<file path="src/design/sbusdf_pkg.sv">
// sbusdf_pkg: shared constants, result codes and the result record of the deframer
// used by sbus_channel_deframer and sbusdf_checker; depends on nothing else

package sbusdf_pkg;

	localparam int CHANNEL_COUNT = 16;

	localparam logic [7:0] HEADER_RESET = 8'h0F;
	localparam logic [4:0] POS_IDLE     = 5'd25;
	localparam logic [4:0] POS_HEADER   = 5'd0;
	localparam logic [4:0] POS_FLAGS    = 5'd23;
	localparam logic [4:0] CH_BITS      = 5'd11;
	localparam logic [4:0] BYTE_BITS    = 5'd8;
	localparam int         ACC_W        = 18;
	localparam int         VAL_W        = 11;
	localparam int         FLAG_LOST    = 2;
	localparam int         FLAG_FS      = 3;

	localparam logic [1:0] KIND_CHANNEL = 2'd0;
	localparam logic [1:0] KIND_STATUS  = 2'd1;
	localparam logic [1:0] KIND_BAD_HDR = 2'd2;

	typedef struct packed {
		logic [1:0]       kind;
		logic [3:0]       channel_index;
		logic [VAL_W-1:0] channel_value;
		logic             frame_lost;
		logic             failsafe;
		logic             last;
	} result_t;

endpackage

</file>
<file path="src/design/sbus_channel_deframer.sv">
// sbus_channel_deframer: per-byte frame decoder, one beat in, at most one result beat out
// a result beat is registered: it lands in the result register, or in the skid while the output is held
// throughput: one byte per cycle; a two-deep output (result register plus skid) keeps
// input and output apart, in_stall rises only when both are full
// reset: asynchronous active-low arst_n idles the frame position and empties the output
// depends on sbusdf_pkg

module sbus_channel_deframer import sbusdf_pkg::*; (
	input  logic                   clk,
	input  logic                   arst_n,
	// configuration
	input  logic                   cfg_valid,
	output logic                   cfg_ready,
	input  logic [7:0]             cfg_data,
	// byte input
	input  logic                   in_valid,
	output logic                   in_stall,
	input  logic [7:0]             data_byte,
	input  logic                   frame_start,
	// result output
	output logic                   out_valid,
	input  logic                   out_stall,
	output logic [1:0]             kind,
	output logic [3:0]             channel_index,
	output logic [VAL_W-1:0]       channel_value,
	output logic                   frame_lost,
	output logic                   failsafe,
	output logic                   last
);

	logic [7:0]       header_q;
	logic [4:0]       pos_q, pos_n;
	logic [ACC_W-1:0] acc_q, acc_n;
	logic [4:0]       pend_q, pend_n;
	logic [4:0]       nch_q, nch_n;
	logic             rej_q, rej_n;

	result_t          res;
	logic             res_v;
	result_t          out_q, skid_q;
	logic             out_v_q, skid_v_q;

	logic             in_accept;
	logic [4:0]       pos_e, pend_e, nch_e, pend_sum;
	logic [ACC_W-1:0] acc_e, acc_sum;
	logic             rej_e;

	assign cfg_ready = 1'b1;
	assign in_stall  = skid_v_q;
	assign in_accept = in_valid && !skid_v_q;

	always_ff @(posedge clk or negedge arst_n) begin
		if (!arst_n) begin
			header_q <= HEADER_RESET;
		end else if (cfg_valid && cfg_ready) begin
			header_q <= cfg_data;
		end
	end

	// frame start wipes the frame state before the byte is looked at
	always_comb begin
		pos_e  = frame_start ? POS_HEADER : pos_q;
		acc_e  = frame_start ? '0 : acc_q;
		pend_e = frame_start ? '0 : pend_q;
		nch_e  = frame_start ? '0 : nch_q;
		rej_e  = frame_start ? 1'b0 : rej_q;
		acc_sum  = acc_e | ACC_W'({10'd0, data_byte} << pend_e[3:0]);
		pend_sum = pend_e + BYTE_BITS;
	end

	always_comb begin
		pos_n  = pos_e;
		acc_n  = acc_e;
		pend_n = pend_e;
		nch_n  = nch_e;
		rej_n  = rej_e;
		res    = '0;
		res_v  = 1'b0;
		if (pos_e < POS_IDLE) begin
			pos_n = pos_e + 5'd1;
			if (!rej_e) begin
				if (pos_e == POS_HEADER) begin
					if (data_byte != header_q) begin
						rej_n    = 1'b1;
						res.kind = KIND_BAD_HDR;
						res.last = 1'b1;
						res_v    = 1'b1;
					end
				end else if (pos_e < POS_FLAGS) begin
					acc_n  = acc_sum;
					pend_n = pend_sum;
					if (pend_sum >= CH_BITS) begin
						acc_n  = acc_sum >> CH_BITS;
						pend_n = pend_sum - CH_BITS;
						if (nch_e < 5'(CHANNEL_COUNT)) begin
							res.kind          = KIND_CHANNEL;
							res.channel_index = nch_e[3:0];
							res.channel_value = acc_sum[VAL_W-1:0];
							res_v             = 1'b1;
						end
						if (nch_e < 5'd16) begin
							nch_n = nch_e + 5'd1;
						end
					end
				end else if (pos_e == POS_FLAGS) begin
					res.kind       = KIND_STATUS;
					res.frame_lost = data_byte[FLAG_LOST];
					res.failsafe   = data_byte[FLAG_FS];
					res.last       = 1'b1;
					res_v          = 1'b1;
				end
			end
		end
	end

	always_ff @(posedge clk or negedge arst_n) begin
		if (!arst_n) begin
			pos_q  <= POS_IDLE;
			acc_q  <= '0;
			pend_q <= '0;
			nch_q  <= '0;
			rej_q  <= 1'b0;
		end else if (in_accept) begin
			pos_q  <= pos_n;
			acc_q  <= acc_n;
			pend_q <= pend_n;
			nch_q  <= nch_n;
			rej_q  <= rej_n;
		end
	end

	// result register with skid: a new beat lands in the skid only while out is held
	always_ff @(posedge clk or negedge arst_n) begin
		if (!arst_n) begin
			out_v_q  <= 1'b0;
			skid_v_q <= 1'b0;
		end else if (!out_v_q || !out_stall) begin
			out_v_q  <= skid_v_q || (in_accept && res_v);
			skid_v_q <= 1'b0;
		end else if (in_accept && res_v) begin
			skid_v_q <= 1'b1;
		end
	end

	always_ff @(posedge clk) begin
		if (!out_v_q || !out_stall) begin
			out_q <= skid_v_q ? skid_q : res;
		end else if (in_accept && res_v) begin
			skid_q <= res;
		end
	end

	assign out_valid     = out_v_q;
	assign kind          = out_q.kind;
	assign channel_index = out_q.channel_index;
	assign channel_value = out_q.channel_value;
	assign frame_lost    = out_q.frame_lost;
	assign failsafe      = out_q.failsafe;
	assign last          = out_q.last;

endmodule

</file>
<file path="config.mk">
export PLATFORM = sky130hd
export DESIGN_NAME = sbus_channel_deframer
export DESIGN_NICKNAME = d
export VERILOG_FILES = /design/src/design/sbusdf_pkg.sv /design/src/design/sbus_channel_deframer.sv
export SDC_FILE = /design/constraint.sdc
export NUM_CORES = 1
export LEC_CHECK = 0
export BUFFER_PORTS_ARGS = -buffer_cell sky130_fd_sc_hd__buf_2
export CORE_MARGIN = 1
export CORE_UTILIZATION = 57
export CTS_BUF_LIST = sky130_fd_sc_hd__clkbuf_8
export CTS_CLUSTER_DIAMETER = 120
export DETAILED_ROUTE_END_ITERATION = 8
export PLACE_DENSITY_LB_ADDON = 0.15
export REMOVE_ABC_BUFFERS = 1
export SLEW_MARGIN = 25
export SYNTH_ARGS = -nofsm -noshare
export SYNTH_HDL_FRONTEND = slang
export SYNTH_SLANG_ARGS = --single-unit
</file>
<file path="constraint.sdc">
create_clock -name clk -period 9.3 [get_ports clk]
set_input_delay 0.93 -clock clk [delete_from_list [all_inputs] [get_ports clk]]
set_output_delay 0.93 -clock clk [all_outputs]
set_load 0.02 [all_outputs]
</file>
==> results of run 1 <==
-- Yosys cell counts (5+ instances only) --
cell	count
nand2_1	48
edfxtp_1	40
dfrtp_1	37
a21oi_1	30
o21ai_0	26
nor2_1	25
mux2_2	23
o31ai_1	13
nor2b_1	12
and2_1	11
clkbuf_1	10
inv_1	8
xnor2_1	8
buf_2	7
dfstp_2	7
nand2b_1	7
nor3_1	7
a22o_1	6
ha_1	6
a211oi_1	5
a31oi_1	5
mux2i_1	5
nand3_1	5
-- cell type report --
cell class | count | area [um2]
Clock buffer | 9 | 124
Timing Repair Buffer | 47 | 248
Fill cell | 653 | 2680
Multi-Input combinational cell | 328 | 2240
Inverter | 9 | 33.8
Clock inverter | 7 | 76.3
Sequential cell | 84 | 2310
Tap cell | 102 | 128
-- power by group through the flow --
stage	clock network [mW]	registers, mW	logic, mW
2_1_floorplan	0	0.600	0.306
3_3_place_gp	0	0.571	0.486
3_5_place_dp	0	0.575	0.495
4_1_cts	0.271	0.567	0.497
5_1_grt	0.288	0.580	0.548
6_report	0.270	0.570	0.504
-- cells by family (layout without fill, tap and decap cells) --
kind of cell,after synthesis,in the layout
xor gates and xnor gates,8,8
AOI/OAI and AO/OA,137,137
other,1,1
buffers and inverters,35,72
DFF,84,84
adders and majority gates,6,6
muxes,30,30
and+or+nand+nor,146,146
-- worst reg2reg max path: stages (launching register included) --
cell and delay (ns):
dfrtp_1 0.83, nor2b_2 0.54, ha_1 0.39, a221oi_2 0.17, o21a_1 0.22, o21ai_1 0.22
nor4b_4 0.54, buf_4 0.31
-- routing by layer --
| metal | wire (um) | vias to the layer above | global-route usage (%) |
|---|---|---|---|
| met5 | 0 | - | 0 |
| met4 | 274 | 0 | 9.62 |
| met3 | 929 | 22 | 5.75 |
| met2 | 5420 | 191 | 44.4 |
| met1 | 5130 | 1817 | 39.8 |
| li1 | - | 1747 | - |
-- through the flow --
step                      util, %  total power, mW  area [um2]  setup WS (ns)  cells
final                        65.8             1.34        5160           5.02    586
after floorplan                 -            0.906        4580           5.14    421
after detailed placement     63.2             1.07        4960           4.76    570
after global placement       63.1             1.06        4950           4.65    569
after global routing         65.8             1.42        5160           4.85    586
after CTS                    65.7             1.33        5160           5.09    586
-- state kept, by name, summed over array words and instances (netlist names) --
signal / flops
header_q: 8
pos_q: 5
frame_lost: 1
nch_q: 5
failsafe: 1
out_valid: 1
acc_q: 18
channel_value: 11
pend_q: 5
kind: 2
in_stall: 1
channel_index: 4
skid_q: 20
rej_q: 1
last: 1
-- path summary, 6_finish.rpt --
check / end / startpoint
max: skid_q[12]$_DFFE_PP_ / frame_start
min: acc_q[5]$_DFFE_PN0P_ / acc_q[5]$_DFFE_PN0P_
max reg2reg: skid_q[12]$_DFFE_PP_ / pend_q[0]$_DFFE_PN0P_
min reg2reg: acc_q[5]$_DFFE_PN0P_ / acc_q[5]$_DFFE_PN0P_
max in group asynchronous: acc_q[2]$_DFFE_PN0P_ / arst_n
min in group asynchronous: acc_q[11]$_DFFE_PN0P_ / arst_n
==> flow_summary.json, run 1 <==
{
  "status": "complete, no violations",
  "critPathArrivalTime_ns": 4.34,
  "port_buffers": 43,
  "avgSynthCellArea_um2": 10.5,
  "cts_buffers": 9,
  "synth_xor_area_share_pct": 1.49,
  "grt_antenna_before_repair": 0,
  "combPwrFrac_pct": 37.5,
  "fmax_mhz": 233,
  "vias": 3777,
  "finalMaxSlewViolations": 0,
  "worstPathRequired_ns": 9.36,
  "setup_viol": 0,
  "worstSetupPathDepth": 12,
  "clkPwrFrac_pct": 20.1,
  "rows": 32,
  "cts_resized": 0,
  "synth_top_cell_by_area": "edfxtp_1",
  "layout.cells.most_common_list": "nand2_1, buf_2, edfxtp_1",
  "switching_share_pct": 40.0,
  "powerDensity_nw_per_um2": 260,
  "netlist_instances": 447,
  "synth_edf_count": 40,
  "period_share_pct": 46.1,
  "grt_max_degree": 48,
  "start_util_pct": 60.1,
  "ys_warn_count": 0,
  "grt_pass1_vias": 3582,
  "tns_ns": 0,
  "grt_usage_pct": 28.5,
  "area_growth_pct": 9.56,
  "holdWs_ns": 0.477,
  "path_class": "in -> reg",
  "hpwl_um": 8240,
  "internal_power_mw": 0.806,
  "drt-total-wl_um": 11800,
  "via_per_inst": 6.45,
  "post_synth_and_or_nand_nor_area_fraction_pct": 16.4,
  "diodes": 0,
  "cts_buffer_depth": 2,
  "clock_latency_ns": 0.36,
  "synth_cell_types": 75,
  "crit_slowest_cell": "inv_1",
  "path_max_fanout": 47,
  "power.leakage_nw": 2.11,
  "ios": 45,
  "cts_setup_buffers": 0,
  "cp_top_family": "buffers and inverters",
  "postCtsHoldBufs": 0,
  "grt_pass1_wl_um": 18600,
  "netlist.area_leader.share_pct": 25.5,
  "synthAdderAreaFrac_pct": 1.59,
  "worst-slew-pin-transition_ns": 0.825,
  "p_sw_mw": 0.537,
  "synth_compound_area_share_pct": 20.3,
  "min_path_type": "reg -> reg",
  "vdd_drop_max_mv": 0.138,
  "drc": 0,
  "max-cap-violations": 0,
  "gp_congestion": 0.890,
  "skew_ns": 0.0107,
  "wire_per_inst_um": 20.1,
  "final_common_cell": "nand2_1",
  "synth_seq_cells": 84,
  "nets": 507,
  "overflow": 0,
  "hold_viol": 0,
  "layout-drive-gt1-share_pct": 24.2,
  "die-area_um2": 8640,
  "synth_flop_cell": "edfxtp_1",
  "synth_top_family_by_area": "compound AO/OA/AOI/OAI gates",
  "seq_area_frac_synth_pct": 49.0,
  "crit_path_end_kind": "flip-flop",
  "clk_pin_slew_ns": 0.09,
  "slowest_delay_ns": 0.66,
  "reg2reg_depth": 7,
  "dr.pass1.iters": 5,
  "cts_tree": "done",
  "drtAntennaViolNets": 0,
  "clkSinkCount": 84,
  "rsz0062_at_grt": "false",
  "worst-path-buf-inv": 5,
  "synth_area_um2": 4710,
  "die_x_um": 92.9,
  "cts_root_buffer": "clkbuf_8",
  "drt_iter0_markers": 370,
  "synthArstFlopShare_pct": 52.4,
  "slew_headroom_pct": 44.9,
  "min_path_cells": 2,
  "fin_crit_ns": 4.28,
  "synth.area.mux_share_pct": 7.51,
  "h-tree-depth": 3,
  "worstSetupStartpointType": "input port",
  "dieHeight_um": 92.9,
  "core-area_um2": 7850,
  "synth_area_leaders": "edfxtp_1, dfrtp_1, mux2_2",
  "p_seq_share_pct": 42.4,
  "r2r_slack_ns": 5.78,
  "path_cells": "buf_2 > buf_4 > inv_1 > nand2_1 > inv_1 > ha_1 > nand2_1 > or4b_1 > o21a_1 > o21ai_1 > nor4b_4 > buf_4"
}
Note: power is estimated with default switching activity, not from simulation.
==> run 2, diff against run 1 <==
- CORE_UTILIZATION: 57 -> 56
- clock period: 9.3 -> 3.6 ns (I/O delays scaled with it)
==> flow_summary.json, run 2 (synthesis gave the netlist of run 1 again) <==
{
  "cts_root_buffer": "clkbuf_8",
  "cts_tree": "done",
  "wire_per_inst_um": 20.6,
  "crit_path_end_kind": "flip-flop",
  "drt_iter0_markers": 332,
  "path_class": "reg -> reg",
  "rows": 33,
  "drt-total-wl_um": 12200,
  "internal_power_mw": 2.11,
  "die_x_um": 93.7,
  "cts_setup_buffers": 0,
  "worstReg2RegStart": "pos_q[0]$_DFFE_PN1P_",
  "skew_ns": 0.0110,
  "grt_pass1_vias": 3610,
  "clkPwrFrac_pct": 19.8,
  "powerDensity_nw_per_um2": 672,
  "tns_ns": 0,
  "final_util_pct": 63.7,
  "max-cap-violations": 0,
  "crit_path_frequent_cell": "nand2_1",
  "grt_antenna_before_repair": 0,
  "h-tree-depth": 3,
  "final_area_um2": 5210,
  "start_util_pct": 57.7,
  "violations": "negative hold slack",
  "vias": 3810,
  "grt_max_degree": 45,
  "worst-slew-pin-transition_ns": 0.794,
  "dr.pass1.iters": 6,
  "top_register": "skid_q",
  "switching_share_pct": 39.8,
  "clock_latency_ns": 0.37,
  "cts_resized": 0,
  "reg2reg_depth": 9,
  "combPwrFrac_pct": 40.0,
  "port_buffers": 43,
  "worstPathRequired_ns": 3.65,
  "pre_cts_slack_ns": 0.619,
  "fillers": 689,
  "multi_input_area_um2": 2240,
  "dp.cells": 579,
  "layout.cells.most_common_list": "nand2_1, buf_2, edfxtp_1",
  "nets": 513,
  "dieHeight_um": 93.7,
  "fin_ws_ns": 0.748,
  "diodes": 0,
  "cts_buffers": 9,
  "worstSetupStartpointType": "flip-flop",
  "clkSinkCount": 84,
  "crit_slowest_cell": "or4b_1",
  "drc": 0,
  "postCtsHoldBufs": 0,
  "slew_headroom_pct": 46.7,
  "core-area_um2": 8180,
  "vdd_drop_max_mv": 0.466,
  "setup_viol": 0,
  "r2r_slack_ns": 0.75,
  "grt_usage_pct": 30.0,
  "hold_viol": 25,
  "drtAntennaViolNets": 0,
  "gp_congestion": 0.958,
  "slowest_delay_ns": 0.59,
  "critPathArrivalTime_ns": 2.90,
  "p_sw_mw": 1.40,
  "placed_area_um2": 5010,
  "die-area_um2": 8790,
  "power_mw": 3.50,
  "crit_start": "pos_q[0]$_DFFE_PN1P_",
  "path_max_fanout": 20,
  "seq_area_um2": 2310,
  "overflow": 0,
  "ios": 45,
  "final_cells": 595,
  "via_per_inst": 6.40,
  "status": "finished with violations",
  "cts_buffer_depth": 2,
  "grt_pass1_wl_um": 19500,
  "p_seq_share_pct": 40.1,
  "power.leakage_nw": 2.14,
  "period_share_pct": 79.2,
  "clk_pin_slew_ns": 0.09,
  "final_common_cell": "nand2_1",
  "finalMaxSlewViolations": 0,
  "min_path_type": "in -> async",
  "r2r-end": "skid_q[11]$_DFFE_PP_",
  "hpwl_um": 8670,
  "fmax_mhz": 351,
  "largest_reg_flops": 20,
  "holdWs_ns": -0.0243,
  "area_growth_pct": 10.6,
  "cp-endpoint": "skid_q[11]$_DFFE_PP_",
  "path_cells": "nand2_1 > inv_1 > ha_1 > nand2_1 > or4b_1 > o21a_1 > o21ai_1 > nor4b_4 > buf_4",
  "layout-drive-gt1-share_pct": 25.1,
  "fin_crit_ns": 2.85,
  "rsz0062_at_grt": "false"
}
==> run 2: cell types whose count changed in the layout (fill, tap and decap cells not counted), sizes merged <==
| cell | before | now |
|---|---|---|
| buf | 47 | 53 |
| clkinv | 0 | 1 |
| clkinvlp | 3 | 2 |
==> run 2: cell type report <==
type	instances	area share (%)
inverter	9	0.648
tap	105	2.52
clock inverter	7	1.44
sequential	84	44.3
multi-input combinational	328	43.0
timing repair buffer	53	5.62
clock buffer	9	2.38
==> run 2: worst min path at each step <==
stage,from,cells after the start,end,slack (ns)
floorplan,arst_n,0,acc_q[0]$_DFFE_PN0P_,0.06
global placement,acc_q[5]$_DFFE_PN0P_,2,acc_q[5]$_DFFE_PN0P_,0.44
detailed placement,acc_q[11]$_DFFE_PN0P_,2,acc_q[11]$_DFFE_PN0P_,0.47
CTS,arst_n,1,nch_q[4]$_DFFE_PN0P_,0.19
global route,arst_n,1,nch_q[0]$_DFFE_PN0P_,0.03
finish,arst_n,1,nch_q[0]$_DFFE_PN0P_,-0.02
==> run 2: power groups by stage <==
stage	Clock [mW]	Combinational [mW]	Sequential (mW)
detailed placement	0	1.38	1.42
global route	0.725	1.53	1.43
floorplan	0	0.791	1.55
finish	0.695	1.40	1.41
global placement	0	1.36	1.41
CTS	0.696	1.38	1.41
==> run 2: metal layers <==
metal / global-route usage (%) / vias up / routed length, um
met3: 4.53 / 31 / 834
met1: 40.4 / 1843 / 5200
met4: 10.9 / 0 / 264
met5: 0 / - / 0
met2: 49.1 / 179 / 5940
li1: - / 1757 / -
==> run 2: critical path: cells and delay by family (launching register included) <==
family                   cells  cell delay, ns
flip-flops                   1            0.58
buffers and inverters        2            0.41
AO/OA/AOI/OAI                2            0.35
adder cells (fa/ha/maj)      1            0.21
AND/OR/NAND/NOR              4            0.98
==> run 3, diff against run 2 <==
- CORE_UTILIZATION: 56 -> 57
- clock period: 3.6 -> 2.8 ns (I/O delays scaled with it)
==> flow_summary.json, run 3 (synthesis gave the netlist of run 1 again) <==
{
  "gp_congestion": 0.942,
  "critPathArrivalTime_ns": 2.74,
  "diodes": 0,
  "clock_latency_ns": 0.35,
  "reg2reg_depth": 10,
  "grt_pass1_vias": 3784,
  "top_register": "skid_q",
  "finalMaxSlewViolations": 0,
  "path_max_fanout": 5,
  "status": "complete, no violations",
  "grt_usage_pct": 30.2,
  "worst-slew-pin-transition_ns": 0.777,
  "clk_pin_slew_ns": 0.09,
  "final_area_um2": 5400,
  "vdd_drop_max_mv": 0.461,
  "min_path_type": "in -> reg",
  "path_cells": "nand2_1 > inv_1 > ha_1 > nand2_1 > or4b_1 > o21a_1 > o21ai_2 > nor4b_4 > buf_4 > clkbuf_16",
  "die-area_um2": 8640,
  "start_util_pct": 60.1,
  "hold_viol": 0,
  "powerDensity_nw_per_um2": 864,
  "final_common_cell": "nand2_1",
  "vias": 3974,
  "pre_cts_slack_ns": 0.172,
  "hpwl_um": 8680,
  "skew_ns": 0.00648,
  "rows": 32,
  "drc": 0,
  "dieHeight_um": 92.9,
  "crit_path_frequent_cell": "nand2_1",
  "fmax_mhz": 374,
  "fin_ws_ns": 0.129,
  "drtAntennaViolNets": 0,
  "clkSinkCount": 84,
  "die_x_um": 92.9,
  "via_per_inst": 6.51,
  "area_growth_pct": 14.6,
  "h-tree-depth": 3,
  "crit_path_end_kind": "flip-flop",
  "cts_tree": "done",
  "cts_buffers": 9,
  "slowest_delay_ns": 0.58,
  "largest_reg_flops": 20,
  "dr.pass1.iters": 5,
  "rsz0062_at_grt": "false",
  "overflow": 0,
  "path_class": "reg -> reg",
  "cts_root_buffer": "clkbuf_8",
  "power.leakage_nw": 2.25,
  "drt-total-wl_um": 12300,
  "min_path_cells": 2,
  "port_buffers": 43,
  "worstPathRequired_ns": 2.87,
  "fin_crit_ns": 2.67,
  "grt_max_degree": 45,
  "placed_area_um2": 5120,
  "slew_headroom_pct": 48.2,
  "core-area_um2": 7850,
  "nets": 531,
  "grt_pass1_wl_um": 19800,
  "worstSetupStartpointType": "flip-flop",
  "layout-drive-gt1-share_pct": 27.6,
  "drt_iter0_markers": 440,
  "cts_buffer_depth": 2,
  "ios": 45,
  "setup_viol": 0,
  "layout.cells.most_common_list": "nand2_1, buf_2, edfxtp_1",
  "crit_slowest_cell": "dfstp_2",
  "wire_per_inst_um": 20.1,
  "max-cap-violations": 0,
  "grt_antenna_before_repair": 0,
  "period_share_pct": 95.4
}
## run 3: area by class of cell
class / count / area (um2)
Fill cell: 597 / 2440
Inverter: 9 / 33.8
Sequential cell: 84 / 2310
Clock inverter: 7 / 97.6
Tap cell: 102 / 128
Clock buffer: 9 / 124
Multi-Input combinational cell: 328 / 2240
Timing Repair Buffer: 71 / 464
## run 3: worst paths after layout
| path | from | to | slack (ns) |
|---|---|---|---|
| max | pos_q[0]$_DFFE_PN1P_ | skid_q[9]$_DFFE_PP_ | 0.13 |
| min | cfg_data[6] | header_q[6]$_DFFE_PN0P_ | 0.16 |
| max reg2reg | pos_q[0]$_DFFE_PN1P_ | skid_q[9]$_DFFE_PP_ | 0.13 |
| min reg2reg | acc_q[11]$_DFFE_PN0P_ | acc_q[11]$_DFFE_PN0P_ | 0.49 |
| max in group asynchronous | arst_n | nch_q[0]$_DFFE_PN0P_ | 1.92 |
| min in group asynchronous | arst_n | acc_q[15]$_DFFE_PN0P_ | 0.48 |
## run 3: per-stage QoR
| stage | hold slack [ns] | total power, mW | setup TNS (ns) | cells | utilization [%] |
|---|---|---|---|---|---|
| after CTS | 0.129 | 4.63 | 0 | 606 | 68.1 |
| after floorplan | -0.0156 | 3.01 | -14.13 | 421 | - |
| after global placement | 0.458 | 3.61 | 0 | 590 | 65.3 |
| final | 0.158 | 4.67 | 0 | 610 | 68.8 |
| after global routing | 0.160 | 4.92 | 0 | 610 | 68.8 |
| after detailed placement | 0.466 | 3.65 | 0 | 590 | 65.3 |
## run 3: power by group
group,internal [mW],leakage (nW),switching (mW)
Combinational,0.722,1.18,1.16
Clock,0.508,0.108,0.466
Sequential,1.63,0.962,0.189
Total,2.86,2.25,1.81
## run 3: worst max-delay path: cells and delay by family (launching register included)
kind                     cells  cell delay, ns
buffers and inverters        3            0.44
AO/OA/AOI/OAI                2            0.30
AND/OR/NAND/NOR              4            0.87
flip-flops                   1            0.58
adder cells (fa/ha/maj)      1            0.20
## run 3: per-layer routing
layer  GRT usage (%)  vias up  share of wire (%)
li1                -     1794                  -
met1            41.2     1905                 41
met2            47.1      235                 46
met3            4.93       40                8.9
met4            14.6        0                3.9
met5               0        -                  0
## run 3: repair_timing
action / CTS / global route
setup buffers: 0 / 1
hold buffers: 0 / 1
setup endpoints to repair: 0 / 19
hold endpoints to repair: 0 / 37
gates resized for setup: 0 / 1
